## config.mk

```make
export PLATFORM = sky130hd
export DESIGN_NAME = gmb_row_ram
export DESIGN_NICKNAME = d
export VERILOG_FILES = /design/src/rtl/gmb_row_ram.sv
export SDC_FILE = /design/constraint.sdc
export NUM_CORES = 1
export LEC_CHECK = 0
export ABC_AREA = 1
export BUFFER_PORTS_ARGS = -buffer_cell sky130_fd_sc_hd__buf_2
export CELL_PAD_IN_SITES_DETAIL_PLACEMENT = 2
export CELL_PAD_IN_SITES_GLOBAL_PLACEMENT = 2
export CORE_MARGIN = 2
export CORE_UTILIZATION = 30
export DETAILED_ROUTE_END_ITERATION = 12
export PLACE_DENSITY = 0.65
export SLEW_MARGIN = 40
export SYNTH_ARGS = -nofsm -noshare
export SYNTH_HDL_FRONTEND = slang
export SYNTH_SLANG_ARGS = --single-unit
```

## constraint.sdc

```tcl
create_clock -name i_clk -period 1.7 [get_ports i_clk]
set_clock_uncertainty 0.2 [all_clocks]
set_input_delay 0.17 -clock i_clk [delete_from_list [all_inputs] [get_ports i_clk]]
set_output_delay 0.17 -clock i_clk [all_outputs]
set_load 0.02 [all_outputs]
```

## src/rtl/gmb_row_ram.sv

```systemverilog
// Single-port-write, single-port-read RAM with registered read data.
// Holds one mixture row per pixel; generic, no package dependency.
`default_nettype none

module gmb_row_ram #(
    parameter int DATA_W = 8,
    parameter int ADDR_W = 4
) (
    input  wire logic              i_clk,
    input  wire logic              i_we,
    input  wire logic [ADDR_W-1:0] i_waddr,
    input  wire logic [DATA_W-1:0] i_wdata,
    input  wire logic [ADDR_W-1:0] i_raddr,
    output logic      [DATA_W-1:0] o_rdata
);

    logic [DATA_W-1:0] r_mem [2**ADDR_W];

    always_ff @(posedge i_clk) begin
        if (i_we) begin
            r_mem[i_waddr] <= i_wdata;
        end
        o_rdata <= r_mem[i_raddr];
    end

endmodule

`default_nettype wire

```

==> results.txt, run 1 <==
Clock Tree Buf Depth = 2
Worst hold path type = input pin to flop
Synth area leaders = edfxtp_1, nand2_1, nand3_1
Tot Pwr = 0.007801 W
Tot GR Track Use = 0.1783
Finished Layout Cells = 849
Worst hold path depth = 1
Vias in the first global route = 4370
Cells after DPL = 812
Met2 usage = 0.2958
Leak pwr = 2.944 nW
Grt met1 use = 0.2392
Mapped Nets = 569
Die X = 142.6 um
Reg clk slew, reported paths = 0.06 ns
Hold path start = i_wdata[6]
Core area = 0.01877 sq mm
P per Cell Area = 1139 mW/mm^2
Worst EP arrival = 1.54 ns
Dpl ws = 0.1345 ns
Port Buffer Count = 25
Final TNS setup = 0 ns
Post-synthesis cell area = 0.005767 sq mm
Resized Gates After CTS = 0
Design area = 0.006850 sq mm
Post-synth top area cell = edfxtp_1
Max_cap viols = 0
Worst reg-to-reg setup slack = 0.40 ns
Worst setup margin = 0.3236 ns
DR WL/cell = 20.12 um
H-Tree Depth = 4
Via/cell ratio = 4.736
Postcts setup bufs = 0
Residual DRC = 0
CP endpoint kind = flop
Fin crit period = 1.376 ns
RSZ-0062 raised after global routing = false
Initial antenna violation count = 0
Avg Inst Size Synth = 10.47 sq um
Initial core utilization = 0.3073
Num CTS Buffers = 17
Grt ovf = 0
Commonest non-fill, non-tap cell in the layout = nand2_1
Final Cycle Share = 0.8097
Most frequent cells in the layout = nand2_1, edfxtp_1, inv_1, nand3_1, buf_2
Met3 Track Usage GR = 0.03152
Slew Viols, Final = 0
Largest net degree at the start of global routing = 65
CTS tree = built
Required @ worst endpoint = 1.86 ns
Hold Path Sink = r_mem[8][6]
First-pass GRT wire length = 26020 um
I/O pin total = 26
Final RePlAce weighted congestion = 0.7416
Drt pass-1 iters = 4
Flops & latches, synth = 136
Fin. Hold Viols = 0
Critical path class = input pin to flop
CP max FO = 9
Startpoint Class = input pin
Rows = 50
Syn Inst Count = 551
Worst flop-to-flop path endpoint = o_rdata[3]
First DRT Iteration DRCs = 286
Nets = 620
Slew margin rel. = 0.7049
Maximum VDD drop = 0.6926 mV
Via count = 4021
Clk sinks = 136
Share of layout cells above drive strength 1 = 0.1252
Peak Freq = 726.5 MHz
Area fraction of the dominant cell type after synthesis = 0.6665
Root Buffer = clkbuf_16
Worst slew pin tran = 0.4427 ns
Status = complete, no violations
Placement Cell Area = 0.006251 sq mm
P&R area growth vs syn = 18.79%
Clk_lat worst skew = 0.42 ns
Antenna diode count = 0
Register area share after synthesis = 0.6943
Post-DP HPWL = 10900 um
Yosys cell types = 12
Area of the die = 0.02035 sq mm
Most Crowded Layer GR = met2
Ys Warns = 0
Post-DRT Antenna Nets = 0
Endpoints failing setup = 0
Die H = 142.6 um
FF-to-FF Start = r_mem[1][3]
R2R cell count = 6
WL final = 17080 um
[area by class of cell]
class / count / area [sq um]
Clock buffer: 23 / 447.9
Clock inverter: 9 / 101.3
Fill cell: 2007 / 11920
Inverter: 102 / 382.9
Multi-Input combinational cell: 289 / 1214
Sequential cell: 136 / 4004
Tap cell: 234 / 292.8
Timing Repair Buffer: 56 / 407.9
[report_power, final]
group / switching (W) / internal (W) / leakage [nW] / total, W
Sequential: 0.0000249 / 0.00375 / 1.22 / 0.00377
Combinational: 0.000383 / 0.000155 / 1.46 / 0.000539
Clock: 0.00135 / 0.00214 / 0.260 / 0.00349
Total: 0.00175 / 0.00605 / 2.94 / 0.00780
[synthesized netlist by cell type (all sizes together)]
| cell | instances |
|---|---|
| nand2 | 173 |
| edfxtp | 128 |
| inv | 102 |
| nand3 | 97 |
| buf | 24 |
| nor2 | 17 |
| dfxtp | 8 |
| nand3b | 2 |
[how the worst max path moves through the flow]
stage	from	to	slack (ns)	depth (start not counted)
5_1_grt	i_raddr[3]	o_rdata[7]	0.24	5
4_1_cts	i_raddr[3]	o_rdata[7]	0.30	5
6_report	i_raddr[3]	o_rdata[7]	0.32	5
3_3_place_gp	i_raddr[0]	o_rdata[7]	0.17	8
3_5_place_dp	i_raddr[0]	o_rdata[7]	0.13	8
2_1_floorplan	i_waddr[2]	r_mem[10][0]	0.38	2
[cell families (layout without fill, tap and decap cells)]
| kind of cell | Yosys count | after routing | share of synthesized area |
|---|---|---|---|
| and+or+nand+nor | 289 | 289 | 0.2105 |
| buffers and inverters | 126 | 190 | 0.09525 |
| DFF | 136 | 136 | 0.6943 |
[through the flow]
step                hold WS, ns    util
finish                 0.002654  0.3650
global route           0.009846  0.3650
CTS                    0.007280  0.3650
detailed placement       0.3692  0.3331
global placement         0.3850  0.3331
floorplan               0.06887       -
[per-layer routing]
metal | vias up | wire length (um)
met5 | - | 0
met1 | 2081 | 7853
met3 | 12 | 594
met2 | 54 | 8451
met4 | 0 | 182
li1 | 1874 | -
[critical path, stage by stage]
cell and delay [ns]:
dlygate4sd3_1 0.53, buf_2 0.20, inv_1 0.31, nand3_1 0.21, nand2_1 0.11
[registers in the layout, summed over array words and instances (netlist names)]
| name | cells |
|---|---|
| o_rdata | 8 |
| r_mem | 128 |
[what timing repair did]
action	4_1_cts	5_1_grt
hold buffers	5	0
setup endpoints to repair	0	0
endpoints found under the hold margin	70	0
(Power assumes the default switching activity.)
==> inputs of run 2 (changes only) <==
--- a/config.mk
+++ b/config.mk
@@ -12,7 +12,7 @@
 export CORE_MARGIN = 2
 export CORE_UTILIZATION = 30
 export DETAILED_ROUTE_END_ITERATION = 12
-export PLACE_DENSITY = 0.65
+export PLACE_DENSITY = 0.68
 export SLEW_MARGIN = 40
 export SYNTH_ARGS = -nofsm -noshare
 export SYNTH_HDL_FRONTEND = slang
==> constraint.sdc (replaced) <==
create_clock -name i_clk -period 1.15 [get_ports i_clk]
set_clock_uncertainty 0.2 [all_clocks]
set_input_delay 0.115 -clock i_clk [delete_from_list [all_inputs] [get_ports i_clk]]
set_output_delay 0.115 -clock i_clk [all_outputs]
set_load 0.02 [all_outputs]
==> run 2 against run 1 <==
Final area grew 12%. Cell count grew 3.1%. Sequential power grew 49%. Routed wire length grew 7.4%. Clock power grew 71%. Sequential share of layout area shrank 6.1 points. The run now ends with setup timing left. Clock-buffer cell count shrank 4. Flip-flop and latch count is the same. Hold slack gained 0.033 ns.
==> results.txt, run 2 (same netlist as run 1, synthesis figures left out) <==
Status = complete, but fails checks
Failing checks = setup timing
Reg clk slew, reported paths = 0.06 ns (about the same)
Fillers = 1948 (-2.9%)
CTS tree = built
Die X = 142.6 um (unchanged)
H-Tree Depth = 4 (unchanged)
Residual DRC = 0 (unchanged)
CP max FO = 1 (-8)
Port Buffer Count = 25 (unchanged)
Crit path from = o_rdata[7]
Root Buffer = clkbuf_16
Tot Pwr = 0.01262 W (+62%)
P&R area growth vs syn = 33.04%
Commonest non-fill, non-tap cell in the layout = nand2_1
Share of layout cells above drive strength 1 = 0.3167 (+0.1915)
I/O pin total = 26 (unchanged)
Sequence of cells on the critical path = buf_6
Maximum VDD drop = 1.028 mV (+48%)
RSZ-0062 raised after global routing = true
Slew margin rel. = 0.7365 (+0.03158)
Initial core utilization = 0.3073 (unchanged)
P per Cell Area = 1645 mW/mm^2 (+44%)
Final Util = 0.4088 (+0.04380)
Antenna diode count = 0 (unchanged)
R2R cell count = 6 (unchanged)
First-pass GRT wire length = 27700 um (+6.4%)
Clk sinks = 136 (unchanged)
Fin. Hold Viols = 0 (unchanged)
Most flops, register = r_mem
WL final = 18350 um (+7.4%)
CP endpoint kind = primary output
Via/cell ratio = 4.766 (+0.62%)
Placement Cell Area = 0.006511 sq mm (+4.2%)
Nets = 646 (+4.2%)
Critical path class = flop to primary output
Endpoints failing setup = 13 (+13)
WP buf/inv = 1 (-2)
Biggest regs = r_mem (128), o_rdata (8)
Tot GR Track Use = 0.1898 (+0.01144)
Critical path's largest stage delay = 0.36 ns (-0.17 ns)
Num CTS Buffers = 17 (unchanged)
Required @ worst endpoint = 0.83 ns (-1.03 ns)
Die H = 142.6 um (unchanged)
Worst slew pin tran = 0.3953 ns (-0.04736 ns)
Largest net degree at the start of global routing = 22 (-66%)
Multi-input gate area = 0.001584 sq mm (+31%)
Slew Viols, Final = 0 (unchanged)
Cells after DPL = 833 (+2.6%)
Startpoint Class = flop
Final TNS setup = -0.4787 ns (-0.4787 ns)
Clock Tree Buf Depth = 2 (unchanged)
Design area = 0.007672 sq mm (+12%)
Worst reg-to-reg setup slack = -0.07 ns (-0.47 ns)
DR WL/cell = 20.97 um (+4.2%)
Rows = 50 (unchanged)
Via count = 4170 (+3.7%)
Initial antenna violation count = 0 (unchanged)
Sequential cell area = 0.004014 sq mm (+0.25%)
Critical path depth = 1 (-4)
Post-DRT Antenna Nets = 0 (unchanged)
Worst hold path type = input pin to flop
Slowest stage cell, crit path = dfxtp_2
Drt pass-1 iters = 5 (+1)
Final RePlAce weighted congestion = 0.7483 (+0.90%)
Leak pwr = 3.283 nW (+12%)
Worst EP arrival = 0.91 ns (-0.63 ns)
Clk_lat worst skew = 0.43 ns (about the same)
Worst hold path depth = 5 (+4)
Peak Freq = 816.6 MHz
Worst setup margin = -0.07459 ns (-0.3981 ns)
Most frequent cells in the layout = nand2_1, edfxtp_1, inv_1, nand3_2, nand3_1
Max FFs per register = 128 (unchanged)
Post-DP HPWL = 11860 um (+8.8%)
Grt ovf = 0 (unchanged)
Worst setup path end = o_rdata[7]
First DRT Iteration DRCs = 225 (-21%)
Fin crit period = 1.225 ns
Core area = 0.01877 sq mm (unchanged)
Area of the die = 0.02035 sq mm (unchanged)
Crit-path leading delay family = flip-flops
Max_cap viols = 0 (unchanged)
Postcts setup bufs = 0 (unchanged)
FF-to-FF Start = r_mem[3][3]
Final Cycle Share = 1.065
Vias in the first global route = 4721 (+8.0%)
Worst flop-to-flop path endpoint = o_rdata[3]
Finished Layout Cells = 875 (+3.1%)
## run 2: changes by cell type in the layout (fill, tap and decap cells not counted), moves of 9 or more
cell,change
buf_4,+14
inv_1,-9
inv_2,+9
nand2_1,-17
nand2_2,+17
nand3_1,-58
nand3_2,+55
## run 2: metal layers
layer | GRT usage | wire length [um]
met1 | 0.2335 | 7785
met2 | 0.3401 | 9843
met4 | 0.05472 | 227
met3 | 0.03521 | 492
met5 | 0 | 0
## run 2: cell type report
| class | count | area share |
|---|---|---|
| Timing Repair Buffer | 82 | 0.09817 |
| Clock buffer | 19 | 0.05773 |
| Multi-Input combinational cell | 289 | 0.2065 |
| Sequential cell | 136 | 0.5232 |
| Inverter | 102 | 0.04990 |
| Clock inverter | 13 | 0.02642 |
| Tap cell | 234 | 0.03816 |
## run 2: how the worst min path moves through the flow
stage	start	to	slack, ns
after floorplan	i_wdata[0]	r_mem[0][0]	0.01
after global placement	o_rdata[0]	o_rdata[0]	0.33
after detailed placement	o_rdata[3]	o_rdata[3]	0.34
after CTS	i_raddr[2]	o_rdata[7]	0.007
after global routing	i_raddr[2]	o_rdata[0]	0.05
final	i_raddr[2]	o_rdata[7]	0.04
## run 2: power by group
group	internal, W	total [W]	switching, W
sequential	0.00555	0.00560	0.0000482
clock	0.00389	0.00597	0.00208
combinational	0.000385	0.00105	0.000668
## run 2: through the flow
stage               setup WS, ns  hold WS (ns)
floorplan                -0.1158       0.01387
global placement         -0.2817        0.3341
detailed placement       -0.3354        0.3436
CTS                      -0.1003      0.006507
global route             -0.1269       0.05351
finish                  -0.07459       0.03592
## run 2: timing repair
| action | in CTS | in global routing |
|---|---|---|
| setup endpoints to repair | 15 | 16 |
| gates cloned | 0 | 0 |
| hold buffers | 10 | 0 |
| endpoints found under the hold margin | 136 | 0 |
| gates resized for setup | 50 | 61 |
| pin swaps | 21 | 46 |
