[src/rtl/gmb_pkg.sv]
// Package for the Gaussian mixture background subtractor: frame and mixture sizes,
// row layout, sequencer states, shared divider interface and the density table.
// Depends on nothing; the top module, multiplier and divider use it by scoped names.
`default_nettype none

package gmb_pkg;

    localparam int FRAME_WIDTH  = 256;
    localparam int FRAME_HEIGHT = 256;
    localparam int COMPONENTS   = 3;

    localparam int COMP_W   = $clog2(COMPONENTS);
    localparam int PIXELS   = FRAME_WIDTH * FRAME_HEIGHT;
    localparam int ADDR_W   = $clog2(PIXELS);
    localparam int SUM_W    = 16 + $clog2(COMPONENTS + 1);
    localparam int PROD_W   = 49;
    localparam int MUL_A_W  = 32;
    localparam int MUL_B_W  = 17;

    localparam int TABLE_SIZE = 1000;
    localparam int TABLE_W    = $clog2(TABLE_SIZE);

    localparam logic [15:0] NEW_WEIGHT      = 16'd66;
    localparam logic [15:0] DEV_FLOOR       = 16'd128;
    localparam logic [15:0] RESET_ALPHA     = 16'd655;
    localparam logic [15:0] RESET_PORTION   = 16'd45875;
    localparam logic [15:0] RESET_DEVIATION = 16'd5120;
    localparam logic [7:0]  RESET_THRESHOLD = 8'd40;
    localparam logic [63:0] PHI0_Q30        = 64'd428361012;

    localparam int CFG_IDX_W = 2;
    typedef enum logic [CFG_IDX_W-1:0] {
        CFG_LEARNING_RATE,
        CFG_BACKGROUND_PORTION,
        CFG_INITIAL_DEVIATION,
        CFG_MATCH_THRESHOLD
    } t_cfg_index;

    // One memory row holds the whole mixture of one pixel.
    typedef struct packed {
        logic [COMPONENTS-1:0][15:0]       weight;
        logic [COMPONENTS-1:0][15:0]       mean;
        logic [COMPONENTS-1:0][15:0]       deviation;
        logic [COMPONENTS-1:0][COMP_W-1:0] rank;
    } t_row;

    localparam int ROW_W = $bits(t_row);

    typedef enum logic {
        DS_DIV,
        DS_SQRT
    } t_ds_mode;

    typedef struct packed {
        logic        start;
        t_ds_mode    mode;
        logic [33:0] num;
        logic [23:0] den;
    } t_ds_req;

    typedef struct packed {
        logic        done;
        logic [31:0] result;
    } t_ds_rsp;

    typedef enum logic [4:0] {
        S_CLEAR,
        S_IDLE,
        S_READ,
        S_MATCH,
        S_MATCH_CMP,
        S_DECAY,
        S_DECAY_ACC,
        S_NORM,
        S_NORM_WAIT,
        S_BUBBLE,
        S_YMUL,
        S_YDIV,
        S_YWAIT,
        S_ROM,
        S_RDIV,
        S_RWAIT,
        S_MEAN1,
        S_MEAN2,
        S_MEAN3,
        S_DEV1,
        S_DEV2,
        S_DEV3,
        S_DEV4,
        S_DEV5,
        S_DEV6,
        S_WB,
        S_DONE
    } t_state;

    function automatic logic [15:0] absdiff16(input logic [15:0] a, input logic [15:0] b);
        return (a > b) ? (a - b) : (b - a);
    endfunction

    // Sample of 65536 * phi(i / 250) built from a truncated series and ten squarings,
    // with 64-bit wrapping arithmetic throughout.
    function automatic logic [15:0] density_entry(input logic [63:0] i);
        logic [63:0] v;
        logic [63:0] v2;
        logic [63:0] v3;
        logic [63:0] v4;
        logic [63:0] e;
        v  = ((i * i) << 20) / 64'd125000;
        v2 = (v * v) >> 30;
        v3 = (v2 * v) >> 30;
        v4 = (v3 * v) >> 30;
        e  = (64'd1 << 30) + v2 / 64'd2 + v4 / 64'd24 - v - v3 / 64'd6;
        for (int n = 0; n < 10; n++) begin
            e = (e * e + (64'd1 << 29)) >> 30;
        end
        e = (e * PHI0_Q30 + (64'd1 << 43)) >> 44;
        return (e > 64'd65535) ? 16'hFFFF : e[15:0];
    endfunction

    function automatic logic [TABLE_SIZE-1:0][15:0] build_density_table();
        logic [TABLE_SIZE-1:0][15:0] t;
        for (int i = 0; i < TABLE_SIZE; i++) begin
            t[i] = density_entry(64'(i));
        end
        return t;
    endfunction

    localparam logic [TABLE_SIZE-1:0][15:0] DENSITY_TABLE = build_density_table();

    function automatic t_row reset_row();
        t_row r;
        for (int k = 0; k < COMPONENTS; k++) begin
            r.weight[k]    = '0;
            r.mean[k]      = '0;
            r.deviation[k] = RESET_DEVIATION;
            r.rank[k]      = COMP_W'(k);
        end
        return r;
    endfunction

    localparam t_row RESET_ROW = reset_row();

endpackage

`default_nettype wire

[src/rtl/gmb_mul.sv]
// Shared unsigned multiplier with a registered product, one result per cycle.
// Depends on gmb_pkg for the operand and product widths.
`default_nettype none

module gmb_mul (
    input  wire logic                         i_clk,
    input  wire logic [gmb_pkg::MUL_A_W-1:0]  i_a,
    input  wire logic [gmb_pkg::MUL_B_W-1:0]  i_b,
    output logic      [gmb_pkg::PROD_W-1:0]   o_p
);

    always_ff @(posedge i_clk) begin
        o_p <= gmb_pkg::PROD_W'(i_a) * gmb_pkg::PROD_W'(i_b);
    end

endmodule

`default_nettype wire

[config.mk]
export PLATFORM = sky130hd
export DESIGN_NAME = gmb_mul
export DESIGN_NICKNAME = d
export VERILOG_FILES = /design/src/rtl/gmb_pkg.sv /design/src/rtl/gmb_mul.sv
export SDC_FILE = /design/constraint.sdc
export NUM_CORES = 1
export LEC_CHECK = 0
export BUFFER_PORTS_ARGS = -buffer_cell sky130_fd_sc_hd__buf_2
export CELL_PAD_IN_SITES_DETAIL_PLACEMENT = 1
export CELL_PAD_IN_SITES_GLOBAL_PLACEMENT = 2
export CORE_MARGIN = 3
export CORE_UTILIZATION = 41
export DETAILED_ROUTE_END_ITERATION = 10
export PLACE_DENSITY = 0.82
export SKIP_LAST_GASP = 1
export SYNTH_ARGS = -nofsm -noshare
export SYNTH_HDL_FRONTEND = slang
export SYNTH_SLANG_ARGS = --single-unit
[constraint.sdc]
create_clock -name i_clk -period 8.8 [get_ports i_clk]
set_clock_uncertainty 0.1 [all_clocks]
set_input_delay 1.76 -clock i_clk [delete_from_list [all_inputs] [get_ports i_clk]]
set_output_delay 1.76 -clock i_clk [all_outputs]
set_load 0.05 [all_outputs]
==> run_results.csv, run 1 <==
group,metric,value,unit
timing,fin_setup_tns,0,ns
final_layout,top_regs,"o_p x49",
clock_network,cts_made_buffers,5,
synth,yosys.cell_types.count,59,
detailed_routing,routed_wl,53920,um
detailed_routing,drc_errors,0,
worst_setup_path,worstPathMaxFanout,29,
clock_network,cts_num_sinks,49,
final_layout,nNetsFinal,2725,
clock_network,h-tree-depth,2,
synth,syn-cell-area,18250,um^2
synth,post_synth.cell_area_avg,8.856,um^2
detailed_routing,first_iter_violations,587,
timing,rsz0062_at_grt,"no",
detailed_routing,wire_per_inst,20.04,um
synth,synth_edf_count,0,
synth,synth_top_area_share,49.25,%
synth,synth_area_leaders,"fa_1 (49%), inv_1 (11%), ha_1 (8.4%), and2_1 (7.4%), nand2_1 (7.4%)",
timing,slew_viol_final,0,
floorplan,start_util,41.91,%
worst_hold_path,hold_class,"in -> reg",
synth,yosysWarningCount,0,
synth,async_reset_ff_share,0,%
global_route,grt_max_degree,33,
global_route,antenna_found_initial,1,
global_route,overflow,0,
worst_setup_path,path_class,"in -> reg",
worst_setup_path,worstPathArrival,8.25,ns
detailed_routing,firstDrtPassIters,5,
final_layout,area_growth,7.074,%
timing,hold_viol,0,
final_layout,largest_reg_flops,49,
timing,max_freq,123.0,MHz
synth,synth.most_common_cell,"inv_1",
timing,fin_crit,8.127,ns
run,cap_violations,0,
worst_setup_path,cp_data_required_time,8.93,ns
floorplan,die_w,217.0,um
worst_setup_path,endpoint,"o_p[44]",
placed_design,post-dp-hpwl,45250,um
synth,syn-num-nets,2683,
worst_setup_path,crit_path_start,"i_b[11]",
floorplan,pin_count,99,
synth,syn_inst,2061,
floorplan,die-area,47090,um^2
worst_setup_path,end_kind,"register",
floorplan,die_h,217.0,um
final_layout,regMostFlops,"o_p",
clock_network,cts_tree,"yes",
timing,tightestPinTransition,0.7564,ns
clock_network,ctsRootBufferMaster,"clkbuf_16",
timing,final.period_utilization,92.35,%
clock_network,cts_resized,0,
outcome,status,"finished, final reports clean",
synth,synth_commonest_cells,"inv_1 (518), fa_1 (449), nand2_1 (359), and2_1 (216), ha_1 (123)",
floorplan,core,43550,um^2
detailed_routing,drtAntennaViolNets,0,
clock_network,cts_max_path_buffers,2,
placed_design,io_buffer_count,98,
synth,synth_top_cell_by_area,"fa_1",
detailed_routing,vias,13630,
synth,ys_ff_latch,49,
clock_network,postCtsSetupBuffers,0,
global_route,grt_pass1_vias,15990,
synth,yosysSeqAreaShare,5.374,%
final_layout,drive_above_1_share,7.319,%
floorplan,rows,76,
timing,slew_headroom,49.57,%
placed_design,gp_congestion,0.8417,
detailed_routing,avgViaCountPerCell,5.066,
clock_network,path_clk_slew,0.08,ns
global_route,grtUsageTotal,24.13,%
clock_network,hold_buffers,0,
synth,synth-main-ff-cell,"dfxtp_1",
worst_hold_path,hold_path_startpoint,"i_a[0]",
worst_setup_path,start_kind,"input pin",
global_route,grt_pass1_wl,87820,um
timing,setup_viol,0,
per-stage QoR:
step	utilization (%)	cells	setup WS, ns	cell area, um^2	hold slack (ns)
2_1_floorplan	-	2061	1.300	18250	1.782
5_1_grt	44.87	2690	0.4764	19540	1.866
3_3_place_gp	44.51	2681	0.4930	19380	2.132
6_report	44.87	2691	0.6731	19540	1.853
4_1_cts	44.86	2689	0.7164	19540	1.845
3_5_place_dp	44.51	2681	0.3519	19380	2.132
metal layers:
metal | global-route usage (%) | share of wire [%] | vias to the layer above
li1 | - | - | 6048
met1 | 31.42 | 43 | 7304
met2 | 43.26 | 52 | 221
met3 | 1.801 | 2.6 | 59
met4 | 7.088 | 2.6 | 0
met5 | 0 | 0 | -
logic make-up after synthesis:
family	synth area share [%]
muxes	0.05484
and+or+nand+nor	16.79
xor gates and xnor gates	2.015
AOI/OAI and AO/OA	5.518
DFF	5.374
adders and majority gates	57.68
buffers and inverters	12.57
layout make-up:
| cell class | count | area (um^2) |
|---|---|---|
| timing repair buffer | 127 | 745.7 |
| antenna | 2 | 5.005 |
| sequential | 49 | 980.9 |
| multi-input combinational | 1401 | 14980 |
| tap | 585 | 732.0 |
| inverter | 519 | 1948 |
| clock inverter | 3 | 28.78 |
| clock buffer | 5 | 125.1 |
| fill | 5161 | 24010 |
critical path, cell delays in order:
cell	delay [ns]
buf_2	0.50
nand2_1	0.16
fa_1	0.57
inv_1	0.06
fa_1	0.57
fa_1	0.45
fa_1	0.49
fa_1	0.51
inv_1	0.06
fa_1	0.48
inv_1	0.04
ha_1	0.34
a21oi_1	0.26
o21ai_0	0.20
a211oi_2	0.52
a211o_1	0.24
a31o_4	0.19
a31oi_4	0.15
a211o_1	0.36
a221o_1	0.31
cells in the final DEF (no fill, tap or decap), drive strengths merged, types with 5 or more instances in the layout:
| cell | Yosys | routed |
|---|---|---|
| fa | 449 | 449 |
| a31oi | 7 | 7 |
| nor3 | 10 | 10 |
| a21oi | 51 | 51 |
| and2 | 218 | 218 |
| a21o | 19 | 19 |
| xnor2 | 30 | 30 |
| inv | 519 | 521 |
| a211oi | 5 | 5 |
| o211ai | 8 | 8 |
| nand2 | 360 | 360 |
| clkbuf | 92 | 5 |
| ha | 123 | 123 |
| nor2 | 21 | 21 |
| buf | 0 | 127 |
| nand3 | 10 | 10 |
| o21ai | 15 | 15 |
| a211o | 5 | 5 |
| dfxtp | 49 | 49 |
| xor2 | 12 | 12 |
worst min-delay path by stage:
stage	end	cells after the start
final	o_p[0]	2
after global routing	o_p[0]	2
after CTS	o_p[0]	2
after detailed placement	o_p[32]	1
after global placement	o_p[40]	1
after floorplan	o_p[0]	1
Power of run 1 is left out: the tool's default activity adds up to more than one toggle a clock period on the data nets, which glitch-free logic cannot reach.
==> run 2: changes to the inputs <==
clock period = 8.05 ns   (was 8.8 ns; I/O delays follow)
==> run 2 against run 1 <==
Effect of this change: clock-buffer cell count is the same; via count grew 1.5%; hold slack lost 0.089 ns; final cell count grew 1.3%; design area grew 1.5%; routed wire length grew 1.4%; global-route usage grew 0.27 points; non-clock buffer count grew 37; die area is the same; setup slack lost 0.37 ns; flip-flop and latch count is the same; sequential share of layout area shrank 0.072 points; highest routed layer unchanged.
==> run_results.csv, run 2 (synthesis gave the netlist of run 1 again) <==
group,metric,value,unit
detailed_routing,drc_errors,0,
clock_network,cts_made_buffers,5,
floorplan,die_h,217.0,um
clock_network,cts_num_sinks,49,
final_layout,area_growth,8.637,%
worst_setup_path,crit_chain,"clkbuf_4, buf_4, buf_4, nand2_1, fa_1, fa_1, fa_1, inv_1, fa_1, fa_1, inv_1, fa_1, inv_1, ha_1, a21oi_1, o21ai_1, o31ai_1, a21oi_2, a41o_1, a21oi_4, nor2_1, a211oi_1",
final_layout,regMostFlops,"o_p",
final_layout,mostFrequentLayoutCell,"inv_1",
final_layout,diodes,0,
outcome,status,"finished, final reports clean",
floorplan,core,43550,um^2
worst_setup_path,end_kind,"register",
floorplan,die-area,47090,um^2
placed_design,io_buffer_count,98,
clock_network,h-tree-depth,2,
timing,fin_setup_tns,0,ns
worst_hold_path,hold_class,"in -> reg",
worst_setup_path,worstPathArrival,7.87,ns
worst_setup_path,start_kind,"input pin",
global_route,antenna_found_initial,1,
detailed_routing,wire_per_inst,20.07,um
final_layout,top_regs,"o_p x49",
timing,setup_viol,0,
final_layout,layout_common_cells,"inv_1 (518), fa_1 (449), nand2_1 (359)",
worst_setup_path,worstPathMaxFanout,21,
timing,slew_viol_final,0,
detailed_routing,vias,13840,
worst_setup_path,cp.depth,22,
floorplan,die_w,217.0,um
global_route,grt_pass1_wl,88730,um
detailed_routing,drtAntennaViolNets,0,
clock_network,cts_tree,"yes",
clock_network,path_clk_slew,0.08,ns
worst_setup_path,path_buf_inv,6,
final_layout,drive_above_1_share,8.921,%
detailed_routing,routed_wl,54700,um
global_route,overflow,0,
detailed_routing,firstDrtPassIters,5,
worst_setup_path,endpoint,"o_p[45]",
detailed_routing,avgViaCountPerCell,5.075,
clock_network,cts_max_path_buffers,2,
clock_network,hold_buffers,0,
timing,max_freq,129.1,MHz
worst_setup_path,cp_data_required_time,8.17,ns
worst_setup_path,cpLargestDelayFamily,"adder cells",
final_layout,largest_reg_flops,49,
timing,tightestPinTransition,0.7832,ns
final_layout,final_cells,2726,
final_layout,fill_cells,5178,
worst_setup_path,crit_path_top_delay_cell,"fa_1",
worst_setup_path,crit_top_cell,"fa_1",
timing,slew_headroom,47.24,%
global_route,grt_pass1_vias,16320,
timing,hold_viol,0,
global_route,grtUsageTotal,24.41,%
detailed_routing,first_iter_violations,527,
final_layout,nNetsFinal,2762,
timing,fin_crit,7.748,ns
placed_design,post-place-cells,2718,
timing,rsz0062_at_grt,"no",
worst_setup_path,path_class,"in -> reg",
global_route,grt_max_degree,33,
worst_setup_path,crit_path_start,"i_b[4]",
worst_setup_path,worst_path_largest_cell_delay,0.51,ns
clock_network,ctsRootBufferMaster,"clkbuf_16",
placed_design,gp_congestion,0.8485,
placed_design,post-dp-hpwl,46910,um
floorplan,pin_count,99,
timing,final.period_utilization,96.25,%
floorplan,start_util,41.91,%
floorplan,rows,76,
run,cap_violations,0,
==> run 2: cell count changes in the layout (fill, tap and decap cells not counted), sizes merged <==
cell    delta
clkbuf     +5
inv        -2
buf       +32
diode      -2
clkinv     +2
==> run 2: worst min path at each step <==
stage                     startpoint      end  slack, ns  cells after the start
after floorplan               i_b[0]   o_p[0]       1.63                      1
after global placement       o_p[32]  o_p[32]       1.98                      1
after detailed placement     o_p[22]  o_p[22]       1.98                      1
after CTS                     i_a[0]   o_p[0]       1.74                      3
after global routing          i_a[0]   o_p[0]       1.75                      3
final                         i_a[0]   o_p[0]       1.76                      3
==> run 2: layout make-up <==
| class | instances | area (um^2) | share of cell area, % |
|---|---|---|---|
| clock inverter | 3 | 33.78 | 0.1704 |
| tap | 585 | 732.0 | 3.691 |
| sequential | 49 | 980.9 | 4.947 |
| timing repair buffer | 164 | 1023 | 5.162 |
| inverter | 519 | 1948 | 9.825 |
| clock buffer | 5 | 125.1 | 0.6310 |
| multi-input combinational | 1401 | 14990 | 75.57 |
==> run 2: per-stage QoR <==
stage                     utilization (%)  setup WS, ns  hold WS [ns]  area [um^2]
after floorplan                         -        0.7001         1.632        18250
after global placement              45.12      -0.08077         1.984        19650
after detailed placement            45.12       -0.1959         1.982        19650
after CTS                           45.48        0.1181         1.736        19810
after global routing                45.53       0.01796         1.755        19830
final                               45.53        0.3019         1.765        19830
==> run 2: timing repair <==
action,CTS,global route
endpoints found under the hold margin,0,0
setup buffers,0,0
resized for setup,0,6
setup endpoints to repair,0,5
==> run 2: layer usage <==
| metal | global-route usage, % | routed length [um] |
|---|---|---|
| met1 | 29.39 | 21600 |
| met2 | 45.91 | 29860 |
| met3 | 1.829 | 1183 |
| met4 | 8.415 | 2062 |
| met5 | 0 | 0 |
Power of run 2 is left out for the same reason.
==> run 3: changes to the inputs <==
CTS_CLUSTER_DIAMETER = 30   (was unset)
MAX_ROUTING_LAYER = met4   (was unset)
==> run 3 against run 2 <==
Effect of this change: global-route usage up 0.73 points; clock-buffer cell count unchanged; first-iteration DRC count up 5.3%; design area unchanged; largest cell class unchanged; routed wire length grew 0.18%; flip-flop and latch count did not move; non-clock buffer count stayed put; sequential share of layout area stayed put; fmax about the same; hold slack got worse by 0.0030 ns; final cell count is the same.
==> run_results.csv, run 3 (synthesis gave the netlist of run 1 again) <==
group,metric,value,unit
final_layout,area_growth,8.637,%
final_layout,top_regs,"o_p x49",
clock_network,cts_num_sinks,49,
detailed_routing,avgViaCountPerCell,5.094,
worst_setup_path,worstPathArrival,7.87,ns
timing,setup_viol,0,
clock_network,h-tree-depth,2,
worst_setup_path,start_kind,"input pin",
floorplan,rows,76,
global_route,grtUsageTotal,25.14,%
run,cap_violations,0,
worst_setup_path,cp_data_required_time,8.17,ns
timing,fin_setup_tns,0,ns
floorplan,die_w,217.0,um
clock_network,path_clk_slew,0.09,ns
timing,slew_headroom,46.43,%
clock_network,ctsRootBufferMaster,"clkbuf_16",
outcome,status,"finished, final reports clean",
detailed_routing,firstDrtPassIters,5,
final_layout,nNetsFinal,2762,
final_layout,mostFrequentLayoutCell,"inv_1",
detailed_routing,routed_wl,54800,um
floorplan,die_h,217.0,um
global_route,grt_pass1_vias,16300,
placed_design,io_buffer_count,98,
final_layout,diodes,0,
timing,hold_viol,0,
clock_network,hold_buffers,0,
global_route,antenna_found_initial,1,
final_layout,drive_above_1_share,8.921,%
clock_network,postCtsSetupBuffers,0,
detailed_routing,wire_per_inst,20.10,um
detailed_routing,first_iter_violations,555,
clock_network,cts_resized,0,
timing,slew_viol_final,0,
placed_design,gp_congestion,0.8618,
detailed_routing,drc_errors,0,
placed_design,post-dp-hpwl,46910,um
final_layout,largest_reg_flops,49,
worst_setup_path,path_class,"in -> reg",
floorplan,pin_count,99,
global_route,grt_pass1_wl,88730,um
timing,fin_crit,7.750,ns
clock_network,cts_made_buffers,5,
detailed_routing,vias,13890,
final_layout,regMostFlops,"o_p",
final_layout,layout_common_cells,"inv_1 (518), fa_1 (449), nand2_1 (359)",
timing,max_freq,129.0,MHz
floorplan,die-area,47090,um^2
global_route,overflow,0,
clock_network,cts_tree,"yes",
worst_setup_path,end_kind,"register",
worst_hold_path,hold_class,"in -> reg",
timing,rsz0062_at_grt,"no",
floorplan,core,43550,um^2
worst_setup_path,worstPathMaxFanout,21,
floorplan,start_util,41.91,%
timing,tightestPinTransition,0.7951,ns
clock_network,cts_max_path_buffers,2,
detailed_routing,drtAntennaViolNets,0,
global_route,grt_max_degree,33,
timing,final.period_utilization,96.27,%
worst_hold_path,hold_depth,3,
==> run 3: cell counts in the layout (fill, tap and decap cells not counted) <==
No cell type changed its count.
==> run 3: path summary, 6_finish.rpt <==
kind	from	endpoint	slack, ns
max	i_b[5]	o_p[46]	0.30
min	i_a[0]	o_p[0]	1.76
==> run 3: final cells by class <==
| class | instances | area (um^2) |
|---|---|---|
| Tap cell | 585 | 732.0 |
| Multi-Input combinational cell | 1401 | 14990 |
| Sequential cell | 49 | 980.9 |
| Clock buffer | 5 | 125.1 |
| Fill cell | 5178 | 23720 |
| Inverter | 519 | 1948 |
| Clock inverter | 3 | 33.78 |
| Timing Repair Buffer | 164 | 1023 |
==> run 3: critical path, cell delays in order <==
cell and delay [ns]:
buf_2 0.26, and2_1 0.26, fa_1 0.53, inv_1 0.05, fa_1 0.49, fa_1 0.54
inv_1 0.07, fa_1 0.44, fa_1 0.52, inv_1 0.05, fa_1 0.49, inv_1 0.05
ha_1 0.38, and3_1 0.24, o211ai_1 0.10, a31o_1 0.27, a2111oi_2 0.52, o211ai_2 0.27
a2111oi_2 0.43, nor3_1 0.11, xnor2_1 0.14
==> run 3: per-stage QoR <==
step / hold WS (ns) / worst slack (ns) / util, % / instances / instance area (um^2)
floorplan: 1.632 / 0.7001 / - / 2061 / 18250
global placement: 1.984 / -0.08077 / 45.12 / 2718 / 19650
detailed placement: 1.982 / -0.1959 / 45.12 / 2718 / 19650
CTS: 1.736 / 0.1181 / 45.48 / 2726 / 19810
global route: 1.754 / 0.01797 / 45.53 / 2726 / 19830
finish: 1.762 / 0.3004 / 45.53 / 2726 / 19830
==> run 3: per-layer routing <==
| layer | vias up | global-route usage (%) | part of all wire, % |
|---|---|---|---|
| li1 | 6118 | - | - |
| met5 | - | - | 0 |
| met3 | 103 | 1.829 | 2.3 |
| met4 | 0 | 8.524 | 3.7 |
| met2 | 220 | 45.82 | 54 |
| met1 | 7444 | 29.44 | 40 |
Power of run 3 is left out for the same reason.
