--- config.mk ---
export PLATFORM = sky130hd
export DESIGN_NAME = gmb_divsqrt
export DESIGN_NICKNAME = d
export VERILOG_FILES = /design/src/rtl/gmb_pkg.sv /design/src/rtl/gmb_divsqrt.sv
export SDC_FILE = /design/constraint.sdc
export NUM_CORES = 1
export LEC_CHECK = 0
export ABC_AREA = 0
export BUFFER_PORTS_ARGS = -buffer_cell sky130_fd_sc_hd__buf_2
export CAP_MARGIN = 15
export CORE_MARGIN = 2
export CORE_UTILIZATION = 45
export DETAILED_ROUTE_END_ITERATION = 8
export GPL_ROUTABILITY_DRIVEN = 0
export MAX_ROUTING_LAYER = met4
export PLACE_DENSITY = 0.64
export SKIP_LAST_GASP = 1
export SYNTH_ARGS = -nofsm -noshare
export SYNTH_HDL_FRONTEND = slang
export SYNTH_SLANG_ARGS = --single-unit
--- constraint.sdc ---
create_clock -name i_clk -period 4.4 [get_ports i_clk]
set_clock_uncertainty 0.05 [all_clocks]
set_input_delay 0.88 -clock i_clk [delete_from_list [all_inputs] [get_ports i_clk]]
set_output_delay 0.88 -clock i_clk [all_outputs]
set_load 0.1 [all_outputs]
--- src/rtl/gmb_pkg.sv ---
// Package for the Gaussian mixture background subtractor: frame and mixture sizes,
// row layout, sequencer states, shared divider interface and the density table.
// Depends on nothing; the top module, multiplier and divider use it by scoped names.
`default_nettype none

package gmb_pkg;

    localparam int FRAME_WIDTH  = 256;
    localparam int FRAME_HEIGHT = 256;
    localparam int COMPONENTS   = 3;

    localparam int COMP_W   = $clog2(COMPONENTS);
    localparam int PIXELS   = FRAME_WIDTH * FRAME_HEIGHT;
    localparam int ADDR_W   = $clog2(PIXELS);
    localparam int SUM_W    = 16 + $clog2(COMPONENTS + 1);
    localparam int PROD_W   = 49;
    localparam int MUL_A_W  = 32;
    localparam int MUL_B_W  = 17;

    localparam int TABLE_SIZE = 1000;
    localparam int TABLE_W    = $clog2(TABLE_SIZE);

    localparam logic [15:0] NEW_WEIGHT      = 16'd66;
    localparam logic [15:0] DEV_FLOOR       = 16'd128;
    localparam logic [15:0] RESET_ALPHA     = 16'd655;
    localparam logic [15:0] RESET_PORTION   = 16'd45875;
    localparam logic [15:0] RESET_DEVIATION = 16'd5120;
    localparam logic [7:0]  RESET_THRESHOLD = 8'd40;
    localparam logic [63:0] PHI0_Q30        = 64'd428361012;

    localparam int CFG_IDX_W = 2;
    typedef enum logic [CFG_IDX_W-1:0] {
        CFG_LEARNING_RATE,
        CFG_BACKGROUND_PORTION,
        CFG_INITIAL_DEVIATION,
        CFG_MATCH_THRESHOLD
    } t_cfg_index;

    // One memory row holds the whole mixture of one pixel.
    typedef struct packed {
        logic [COMPONENTS-1:0][15:0]       weight;
        logic [COMPONENTS-1:0][15:0]       mean;
        logic [COMPONENTS-1:0][15:0]       deviation;
        logic [COMPONENTS-1:0][COMP_W-1:0] rank;
    } t_row;

    localparam int ROW_W = $bits(t_row);

    typedef enum logic {
        DS_DIV,
        DS_SQRT
    } t_ds_mode;

    typedef struct packed {
        logic        start;
        t_ds_mode    mode;
        logic [33:0] num;
        logic [23:0] den;
    } t_ds_req;

    typedef struct packed {
        logic        done;
        logic [31:0] result;
    } t_ds_rsp;

    typedef enum logic [4:0] {
        S_CLEAR,
        S_IDLE,
        S_READ,
        S_MATCH,
        S_MATCH_CMP,
        S_DECAY,
        S_DECAY_ACC,
        S_NORM,
        S_NORM_WAIT,
        S_BUBBLE,
        S_YMUL,
        S_YDIV,
        S_YWAIT,
        S_ROM,
        S_RDIV,
        S_RWAIT,
        S_MEAN1,
        S_MEAN2,
        S_MEAN3,
        S_DEV1,
        S_DEV2,
        S_DEV3,
        S_DEV4,
        S_DEV5,
        S_DEV6,
        S_WB,
        S_DONE
    } t_state;

    function automatic logic [15:0] absdiff16(input logic [15:0] a, input logic [15:0] b);
        return (a > b) ? (a - b) : (b - a);
    endfunction

    // Sample of 65536 * phi(i / 250) built from a truncated series and ten squarings,
    // with 64-bit wrapping arithmetic throughout.
    function automatic logic [15:0] density_entry(input logic [63:0] i);
        logic [63:0] v;
        logic [63:0] v2;
        logic [63:0] v3;
        logic [63:0] v4;
        logic [63:0] e;
        v  = ((i * i) << 20) / 64'd125000;
        v2 = (v * v) >> 30;
        v3 = (v2 * v) >> 30;
        v4 = (v3 * v) >> 30;
        e  = (64'd1 << 30) + v2 / 64'd2 + v4 / 64'd24 - v - v3 / 64'd6;
        for (int n = 0; n < 10; n++) begin
            e = (e * e + (64'd1 << 29)) >> 30;
        end
        e = (e * PHI0_Q30 + (64'd1 << 43)) >> 44;
        return (e > 64'd65535) ? 16'hFFFF : e[15:0];
    endfunction

    function automatic logic [TABLE_SIZE-1:0][15:0] build_density_table();
        logic [TABLE_SIZE-1:0][15:0] t;
        for (int i = 0; i < TABLE_SIZE; i++) begin
            t[i] = density_entry(64'(i));
        end
        return t;
    endfunction

    localparam logic [TABLE_SIZE-1:0][15:0] DENSITY_TABLE = build_density_table();

    function automatic t_row reset_row();
        t_row r;
        for (int k = 0; k < COMPONENTS; k++) begin
            r.weight[k]    = '0;
            r.mean[k]      = '0;
            r.deviation[k] = RESET_DEVIATION;
            r.rank[k]      = COMP_W'(k);
        end
        return r;
    endfunction

    localparam t_row RESET_ROW = reset_row();

endpackage

`default_nettype wire

--- src/rtl/gmb_divsqrt.sv ---
// Iterative unit for restoring division (one quotient bit a cycle) and integer square
// root (one root bit a cycle); both share one compare-and-subtract. Uses gmb_pkg.
`default_nettype none

module gmb_divsqrt (
    input  wire logic             i_clk,
    input  wire logic             i_rst_n,
    input  wire gmb_pkg::t_ds_req i_req,
    output gmb_pkg::t_ds_rsp      o_rsp
);

    logic              r_busy;
    logic              r_done;
    gmb_pkg::t_ds_mode r_mode;
    logic [4:0]        r_cnt;
    logic [25:0]       r_rem;
    logic [31:0]       r_q;
    logic [33:0]       r_src;
    logic [23:0]       r_den;

    logic [25:0] lhs;
    logic [25:0] rhs;
    logic [26:0] diff;
    logic        ge;

    always_comb begin
        unique case (r_mode)
            gmb_pkg::DS_DIV: begin
                lhs = {r_rem[24:0], r_src[33]};
                rhs = {2'b00, r_den};
            end
            gmb_pkg::DS_SQRT: begin
                lhs = {r_rem[23:0], r_src[33:32]};
                rhs = {r_q[23:0], 2'b01};
            end
            default: begin
                lhs = '0;
                rhs = '0;
            end
        endcase
        diff = {1'b0, lhs} - {1'b0, rhs};
        ge   = ~diff[26];
    end

    always_ff @(posedge i_clk) begin
        if (!i_rst_n) begin
            r_busy <= 1'b0;
            r_done <= 1'b0;
        end else begin
            r_done <= 1'b0;
            if (i_req.start) begin
                r_busy <= 1'b1;
                r_mode <= i_req.mode;
                r_cnt  <= (i_req.mode == gmb_pkg::DS_DIV) ? 5'd31 : 5'd16;
                r_rem  <= '0;
                r_q    <= '0;
                r_src  <= (i_req.mode == gmb_pkg::DS_DIV) ? {i_req.num[31:0], 2'b00}
                                                          : i_req.num;
                r_den  <= i_req.den;
            end else if (r_busy) begin
                r_rem <= ge ? diff[25:0] : lhs;
                r_q   <= {r_q[30:0], ge};
                r_src <= (r_mode == gmb_pkg::DS_DIV) ? {r_src[32:0], 1'b0}
                                                     : {r_src[31:0], 2'b00};
                r_cnt <= r_cnt - 5'd1;
                if (r_cnt == 5'd0) begin
                    r_busy <= 1'b0;
                    r_done <= 1'b1;
                end
            end
        end
    end

    assign o_rsp.done   = r_done;
    assign o_rsp.result = r_q;

    a_start_idle: assert property (@(posedge i_clk) disable iff (!i_rst_n)
        i_req.start |-> !r_busy) else $error("divsqrt started while busy");
    a_done_after_busy: assert property (@(posedge i_clk) disable iff (!i_rst_n)
        r_done |-> ($past(r_busy) && !r_busy)) else $error("divsqrt done without run");
    a_sqrt_count: assert property (@(posedge i_clk) disable iff (!i_rst_n)
        (r_busy && r_mode == gmb_pkg::DS_SQRT) |-> (r_cnt < 5'd17))
        else $error("square root step count out of range");

endmodule

`default_nettype wire
==> flow_metrics.tcl, run 1 <==
set metrics [dict create \
    status "complete, no violations" \
    multiInputGateArea_um2 3490 \
    syn_area_um2 7330 \
    cts_root_buf "clkbuf_16" \
    antenna_found_initial 0 \
    post-route-period-util_pct 85.9 \
    postCtsSetupBuffers 0 \
    wirelength_mm 15.6 \
    dpl.cell_count 919 \
    hold_path.class "flip-flop to flip-flop" \
    final_antenna_net_count 0 \
    overflow 0 \
    yosysWarnings 0 \
    synth_seq_cells 123 \
    fmax_mhz 265 \
    tightestPinTransition_ns 1.03 \
    hold_slack_ns 0.415 \
    io_pins 95 \
    n_fill_cell 1428 \
    start_util_pct 46.1 \
    power_density_nw_per_um2 450 \
    dp_hpwl_mm 10.5 \
    crit_arrival_ns 3.96 \
    cts_buffer_depth 2 \
    yosysUniqueCellTypes 59 \
    first_iter_violations 349 \
    cts_tree "yes" \
    fin_area_um2 8590 \
    finalNonFillerCells 951 \
    hold_viol 0 \
    place_ws_ns 0.643 \
    criticalPathCategory "flip-flop to flip-flop" \
    fp.dieW_um 132 \
    syn_to_final_growth_pct 17.3 \
    drv_cap 0 \
    vdd_drop_max_uv 259 \
    cts_made_buffers 17 \
    r2r_slack_ns 0.62 \
    total_power_mw 3.87 \
    die_area_um2 17300 \
    grt_setup_unrepaired "false" \
    grt_pass1_wl_mm 25.4 \
    drc_errors 0 \
    finish.utilization_pct 54.1 \
    design.core.area_um2 15900 \
    placed_area_um2 8030 \
    synthCells 637 \
    register_area_um2 3670 \
    yosysSeqAreaShare_pct 50.1 \
    syn-num-nets 727 \
    setup_violations 0 \
    num_rows 46 \
    setup_tns_ns 0 \
    synth_area_per_cell_um2 11.5 \
    setup_ws_ns 0.621 \
    grt_usage_pct 18.8 \
    htreeDepth 4 \
    p_leak_nw 3.41 \
    grt_max_degree 76 \
    port_buffers 94 \
    wl_per_cell_um 16.4 \
    critical_path.startpoint_type "flip-flop" \
    nets 812 \
    maxSlewViolCount 0 \
    dieHeight_um 132 \
    vias_per_cell 5.54 \
    cts.sinks 123 \
    firstDrtPassIters 5 \
    cp_data_required_time_ns 4.58 \
    antennaDiodeCount 0 \
    vias 5271 \
    async_flop_share_pct 0 \
    endpoint_kind "flip-flop" \
    path_max_fanout 18 \
    grt_pass1_vias 5009 \
    synthFlopType "edfxtp_1" \
    worst_skew_pair.late_latency_ns 0.42 \
    maxSlewHeadroom_pct 31.4 \
    finalCriticalPeriod_ns 3.78 \
    drive_gt1_share_pct 23.8 \
    cts_resized 0 \
    cts_hold_buf 0 \
    synth_edf_count 121 \
    path_clk_slew_ns 0.06 \
]
-- state kept, by name (all words and copies together), names as in the netlist --
name,cells
r_src,34
r_busy,1
r_den,24
r_mode,1
r_cnt,5
r_done,1
r_rem,25
r_q,32
-- cells in the final DEF, fill, tap and decap left out, types with 3 or more instances in the layout --
master	instances
edfxtp_1	121
buf_2	93
a21oi_1	71
mux2i_1	68
nor2b_1	67
a211oi_1	36
nor2_1	29
ha_1	27
mux2_2	25
nand2_1	24
clkbuf_16	17
nand3_1	16
xnor2_1	12
a21o_1	11
buf_4	10
xor2_1	8
o21ai_0	8
and3_1	7
inv_1	5
nor3_1	5
nand2b_1	5
clkinv_2	5
o31ai_1	4
a31oi_1	4
clkinvlp_4	3
clkbuf_8	3
-- power breakdown --
part	total, mW	internal [mW]	switching [mW]
clock	1.32	0.816	0.502
combinational	1.09	0.421	0.666
sequential	1.47	1.42	0.0472
total	3.87	2.66	1.22
-- area by class of cell --
| class | instances | share of cell area [%] |
|---|---|---|
| Sequential cell | 123 | 42.7 |
| Timing Repair Buffer | 105 | 6.75 |
| Multi-Input combinational cell | 470 | 40.6 |
| Inverter | 5 | 0.218 |
| Clock inverter | 11 | 1.11 |
| Clock buffer | 21 | 5.47 |
| Tap cell | 216 | 3.14 |
-- critical path, stage by stage (launching register included) --
cell and delay, ns:
edfxtp_1 0.50, buf_4 0.35, mux2_2 0.39, ha_1 0.37, a21o_1 0.18, a31oi_1 0.19, or3b_1 0.38, o21ai_2 0.26
a21boi_2 0.14, a221oi_4 0.28, and3b_1 0.22, a2111oi_2 0.27
-- logic make-up after synthesis --
logic type,after synthesis,synth area share (%)
buf+inv,44,2.37
flops,123,50.1
compound gates,157,14.0
mux,93,13.1
simple gates,172,13.0
xor+xnor,20,2.39
fa+ha+maj,28,4.88
-- cell usage after synthesis (2+ instances only) --
cell type	number	area share, %
o31ai_1	4	0.41
a21oi_1	71	4.9
inv_1	5	0.26
a31oi_1	4	0.34
nor2_1	29	1.5
o21ai_0	8	0.55
a211oi_1	36	3.7
nor2b_1	67	5.7
mux2_2	25	3.8
or4_1	2	0.20
nand2_1	24	1.2
clkbuf_1	27	1.4
and4_1	2	0.24
nand2b_1	5	0.43
nor3_1	5	0.34
nand4_1	2	0.17
and4_2	2	0.27
o21ai_2	2	0.24
buf_1	7	0.36
and3_1	7	0.60
mux2i_1	68	9.3
xor2_1	8	0.96
o21a_1	3	0.31
buf_2	4	0.27
dfxtp_1	2	0.55
edfxtp_1	121	50
o2bb2ai_1	2	0.24
a21o_1	11	1.1
nand3_1	16	1.1
ha_1	27	4.6
xnor2_1	12	1.4
and2_1	2	0.17
-- path summary, 6_finish.rpt --
check                            start        end  cells after the start
worst min register to register  r_busy     r_done                      2
worst min-delay path            r_busy     r_done                      2
worst max register to register  r_mode  r_rem[23]                     11
worst max-delay path            r_mode  r_rem[23]                     11
-- layer usage --
layer / wire, um / track usage (%)
met4: 268 / 7.31
met3: 664 / 3.78
met2: 7310 / 29.0
met5: 0 / -
met1: 7370 / 24.4
Power figures use the tool's default switching activity.
==> run 2: changes to the inputs <==
CORE_ASPECT_RATIO = 1.5   (was unset)
REMOVE_ABC_BUFFERS = 1   (was unset)
==> flow_metrics.tcl, run 2 (same netlist as run 1, synthesis figures left out) <==
set metrics [dict create \
    status "complete, no violations" \
    vias_per_cell 5.68 \
    criticalPathCategory "flip-flop to flip-flop" \
    vdd_drop_max_uv 192 \
    p_leak_nw 3.41 \
    maxSlewViolCount 0 \
    finalCriticalPeriod_ns 3.88 \
    max_stage_delay_ns 0.67 \
    crit_arrival_ns 3.96 \
    drv_cap 0 \
    path_max_fanout 20 \
    cts.sinks 123 \
    largestRegisters "r_src: 34 flops, r_q: 32 flops, r_rem: 25 flops" \
    r2r_start "r_mode" \
    fmax_mhz 258 \
    dp_hpwl_mm 11.3 \
    cts_hold_buf 0 \
    drive_gt1_share_pct 23.2 \
    largest_reg_flops 34 \
    grt_usage_pct 20.3 \
    nets 816 \
    min-delay-start "r_busy" \
    dieHeight_um 160 \
    vias 5356 \
    htreeDepth 4 \
    cp_data_required_time_ns 4.48 \
    grt_setup_unrepaired "false" \
    worst_skew_pair.late_latency_ns 0.42 \
    first_iter_violations 338 \
    power_density_nw_per_um2 454 \
    num_rows 57 \
    cts_root_buf "clkbuf_16" \
    final_antenna_net_count 0 \
    io_pins 95 \
    tightestPinTransition_ns 1.04 \
    post-route-period-util_pct 88.2 \
    path_clk_slew_ns 0.05 \
    finalNonFillerCells 943 \
    crit_slowest_cell "edfxtp_1" \
    critical_path_buf_inv_count 2 \
    cp_top_family "simple AND/OR/NAND/NOR gates" \
    wirelength_mm 16.4 \
    maxSlewHeadroom_pct 30.8 \
    finish.utilization_pct 53.4 \
    layout_common_cells "edfxtp_1 (121), buf_2 (93), a21oi_1 (71)" \
    regMostFlops "r_src" \
    grt_max_degree 69 \
    cp_cell_sequence "buf_4, mux2_2, ha_1, and4_1, and3_1, nand3_1, nor3_1, a21oi_2, nand2_2, buf_12, mux2i_1, nor2_1" \
    port_buffers 94 \
    cts_resized 0 \
    dpl.cell_count 913 \
    fp.dieW_um 108 \
    firstDrtPassIters 4 \
    antennaDiodeCount 0 \
    cts_tree "yes" \
    die_area_um2 17300 \
    cts_buffer_depth 2 \
    critical_path.startpoint_type "flip-flop" \
    drc_errors 0 \
    place_ws_ns 0.576 \
    cts_made_buffers 17 \
    wl_per_cell_um 17.4 \
    final_common_cell "edfxtp_1" \
    grt_pass1_vias 5521 \
    start_util_pct 45.7 \
    hold_viol 0 \
    grt_pass1_wl_mm 26.9 \
    fin_area_um2 8570 \
    hold_path.class "flip-flop to flip-flop" \
    r2r_slack_ns 0.52 \
    setup_violations 0 \
    placed_area_um2 8030 \
    overflow 0 \
    setup_ws_ns 0.518 \
    syn_to_final_growth_pct 17.0 \
    postCtsSetupBuffers 0 \
    endpoint_kind "flip-flop" \
    antenna_found_initial 0 \
    design.core.area_um2 16000 \
    setup.worst_path.start "r_mode" \
]
## run 2: cell types whose count changed in the layout (fill, tap and decap cells not counted), sizes merged
cell | before | now
buf | 105 | 109
clkinvlp | 3 | 1
bufinv | 1 | 2
clkbuf | 21 | 19
clkinv | 7 | 8
## run 2: area by class of cell
class	count	area (um2)
clock buffers	19	433
clock inverters	11	105
fillers	1425	7470
inverters	5	18.8
multi-input cells	470	3490
flip-flops and latches	123	3670
well taps	206	258
repair buffers	109	598
## run 2: where the power goes
group | internal (mW) | switching (mW) | leakage, nW
Clock | 0.814 | 0.496 | 0.260
Sequential | 1.42 | 0.0480 | 1.18
Combinational | 0.423 | 0.689 | 1.98
## run 2: worst paths after layout
kind | end | cells past startpoint
min reg2reg | r_done | 2
min | r_done | 2
max reg2reg | r_rem[14] | 12
max | r_rem[14] | 12
## run 2: per-layer routing
metal / track usage (%) / vias up / wire length [um]
li1: - / 2608 / -
met3: 3.39 / 39 / 699
met2: 34.3 / 144 / 8580
met4: 9.27 / 0 / 486
met1: 23.2 / 2565 / 6640
met5: - / - / 0
## run 2: metrics by stage
stage | TNS, ns | hold WS, ns | power, mW
after floorplan | -37.01 | 0.372 | 2.31
after global placement | 0 | 0.402 | 2.57
after detailed placement | 0 | 0.426 | 2.59
after CTS | 0 | 0.433 | 3.90
after global routing | 0 | 0.452 | 4.07
final | 0 | 0.429 | 3.89
## run 2: worst reg2reg max path, delay by kind of cell (launching register included)
family	cells	cell delay (ns)
and+or+nand+nor	6	1.14
buffers and inverters	2	0.55
DFF	1	0.67
AOI/OAI and AO/OA	1	0.10
adders and majority gates	1	0.45
muxes	2	0.64
==> run 3: changes to the inputs <==
PLACE_DENSITY = 0.74   (was 0.64)
clock period = 3.92 ns   (was 4.4 ns; I/O delays follow)
==> flow_metrics.tcl, run 3 (same netlist as run 1, synthesis figures left out) <==
set metrics [dict create \
    status "complete, no violations" \
    critical_path.startpoint_type "flip-flop" \
    overflow 0 \
    htreeDepth 4 \
    grt_max_degree 71 \
    vias 5402 \
    drv_cap 0 \
    setup_violations 0 \
    setup_ws_ns 0.287 \
    setup_tns_ns 0 \
    cp_top_family "compound AO/OA/AOI/OAI gates" \
    hold_path.class "flip-flop to flip-flop" \
    multiInputGateArea_um2 3490 \
    wl_per_cell_um 17.4 \
    cts_hold_buf 0 \
    wirelength_mm 16.5 \
    register_area_um2 3670 \
    worst_skew_pair.late_latency_ns 0.42 \
    vdd_drop_max_uv 308 \
    power_density_nw_per_um2 513 \
    share_seq_of_total_power_pct 37.2 \
    cts_tree "yes" \
    cts_buffer_depth 2 \
    wl_met2_mm 8.71 \
    nets 816 \
    hold_viol 0 \
    finalCriticalPeriod_ns 3.63 \
    clkPwrFrac_pct 34.5 \
    maxSlewHeadroom_pct 33.1 \
    drive_gt1_share_pct 24.0 \
    hold_slack_ns 0.425 \
    syn_to_final_growth_pct 17.8 \
    cp_cell_sequence "clkbuf_16, mux2_2, ha_1, a21oi_1, nor3b_4, or3b_1, o21ai_2, a21boi_2, a221oi_4, and3b_1, a2111oi_2" \
    final_antenna_net_count 0 \
    power_frac_comb_pct 28.3 \
    switchingPower_mw 1.42 \
    critical_path_buf_inv_count 1 \
    path_clk_slew_ns 0.06 \
    internal_power_mw 3.01 \
    switching_share_pct 32.1 \
    grt_setup_unrepaired "false" \
    max_stage_delay_ns 0.39 \
    fp.dieW_um 108 \
    first_iter_violations 192 \
    tightestPinTransition_ns 1.00 \
    final_common_cell "edfxtp_1" \
    firstDrtPassIters 4 \
    path_max_fanout 27 \
    finish.utilization_pct 53.8 \
    design.core.area_um2 16000 \
    regMostFlops "r_src" \
    dieHeight_um 160 \
    crit_slowest_cell "edfxtp_1" \
    largestRegisters "r_src: 34 flops, r_q: 32 flops, r_rem: 25 flops" \
    fmax_mhz 275 \
    p_leak_nw 3.43 \
    post-route-period-util_pct 92.7 \
    m1WireLength_mm 6.38 \
    crit_arrival_ns 3.80 \
    cts_made_buffers 17 \
    antennaDiodeCount 0 \
    antenna_found_initial 0 \
    die_area_um2 17300 \
    criticalPathCategory "flip-flop to flip-flop" \
    cts_root_buf "clkbuf_16" \
    placed_area_um2 8020 \
    vias_per_cell 5.72 \
    place_ws_ns 0.262 \
    port_buffers 94 \
    n_fill_cell 1407 \
    io_pins 95 \
    grt_pass1_vias 5701 \
    largest_reg_flops 34 \
    endpoint_kind "flip-flop" \
    dp_hpwl_mm 11.2 \
    start_util_pct 45.7 \
    grt_usage_pct 20.0 \
    dr_wl_met3_um 871 \
    fin_area_um2 8630 \
    drc_errors 0 \
    cp_data_required_time_ns 4.09 \
    layout_common_cells "edfxtp_1 (121), buf_2 (93), a21oi_1 (71)" \
    highest_layer "met4" \
    num_rows 57 \
    cts.sinks 123 \
    maxSlewViolCount 0 \
    grt_pass1_wl_mm 26.5 \
]
==> run 3: cell types whose count changed in the layout (fill, tap and decap cells not counted), sizes merged <==
cell and delta:
inv +3, clkinvlp +3, clkinv -3, buf -1
==> run 3: path summary, 6_finish.rpt <==
| path | startpoint | endpoint | slack (ns) | cells after the start |
|---|---|---|---|---|
| setup reg to reg | r_mode | r_rem[23] | 0.29 | 11 |
| hold / removal | r_busy | r_done | 0.42 | 2 |
| setup / recovery | r_mode | r_rem[23] | 0.29 | 11 |
| hold reg to reg | r_busy | r_done | 0.42 | 2 |
==> run 3: final cells by class <==
cell class	count	share of cell area [%]
Clock buffer	18	4.97
Clock inverter	14	1.70
Inverter	5	0.217
Multi-Input combinational cell	470	40.4
Sequential cell	123	42.6
Tap cell	206	2.99
Timing Repair Buffer	109	7.18
==> run 3: routing by layer <==
metal	global-route usage, %	up-vias
met2	34.5	193
met3	4.53	51
met4	8.97	0
li1	-	2597
met5	-	-
met1	21.6	2561
==> run 3: worst min-delay path: stages (launching register included) <==
cell	delay (ns)
dfxtp_1	0.32
nand2_1	0.07
nor4b_1	0.05
==> run 3: timing repair <==
| item | CTS | global route |
|---|---|---|
| endpoints found under the setup margin | 0 | 1 |
| resized for setup | 0 | 1 |
| buffers inserted | 0 | 2 |
==> run 3: power groups by stage <==
stage | Combinational (mW) | Sequential (mW) | Clock, mW
after floorplan | 0.773 | 1.82 | 0
after global placement | 1.19 | 1.67 | 0
after detailed placement | 1.22 | 1.67 | 0
after CTS | 1.24 | 1.65 | 1.55
after global routing | 1.36 | 1.66 | 1.60
final | 1.25 | 1.65 | 1.53
==> run 3: stage by stage <==
stage / total power [mW] / instances
after CTS: 4.43 / 942
after global placement: 2.86 / 910
after detailed placement: 2.90 / 910
after global routing: 4.63 / 945
after floorplan: 2.59 / 598
final: 4.43 / 945
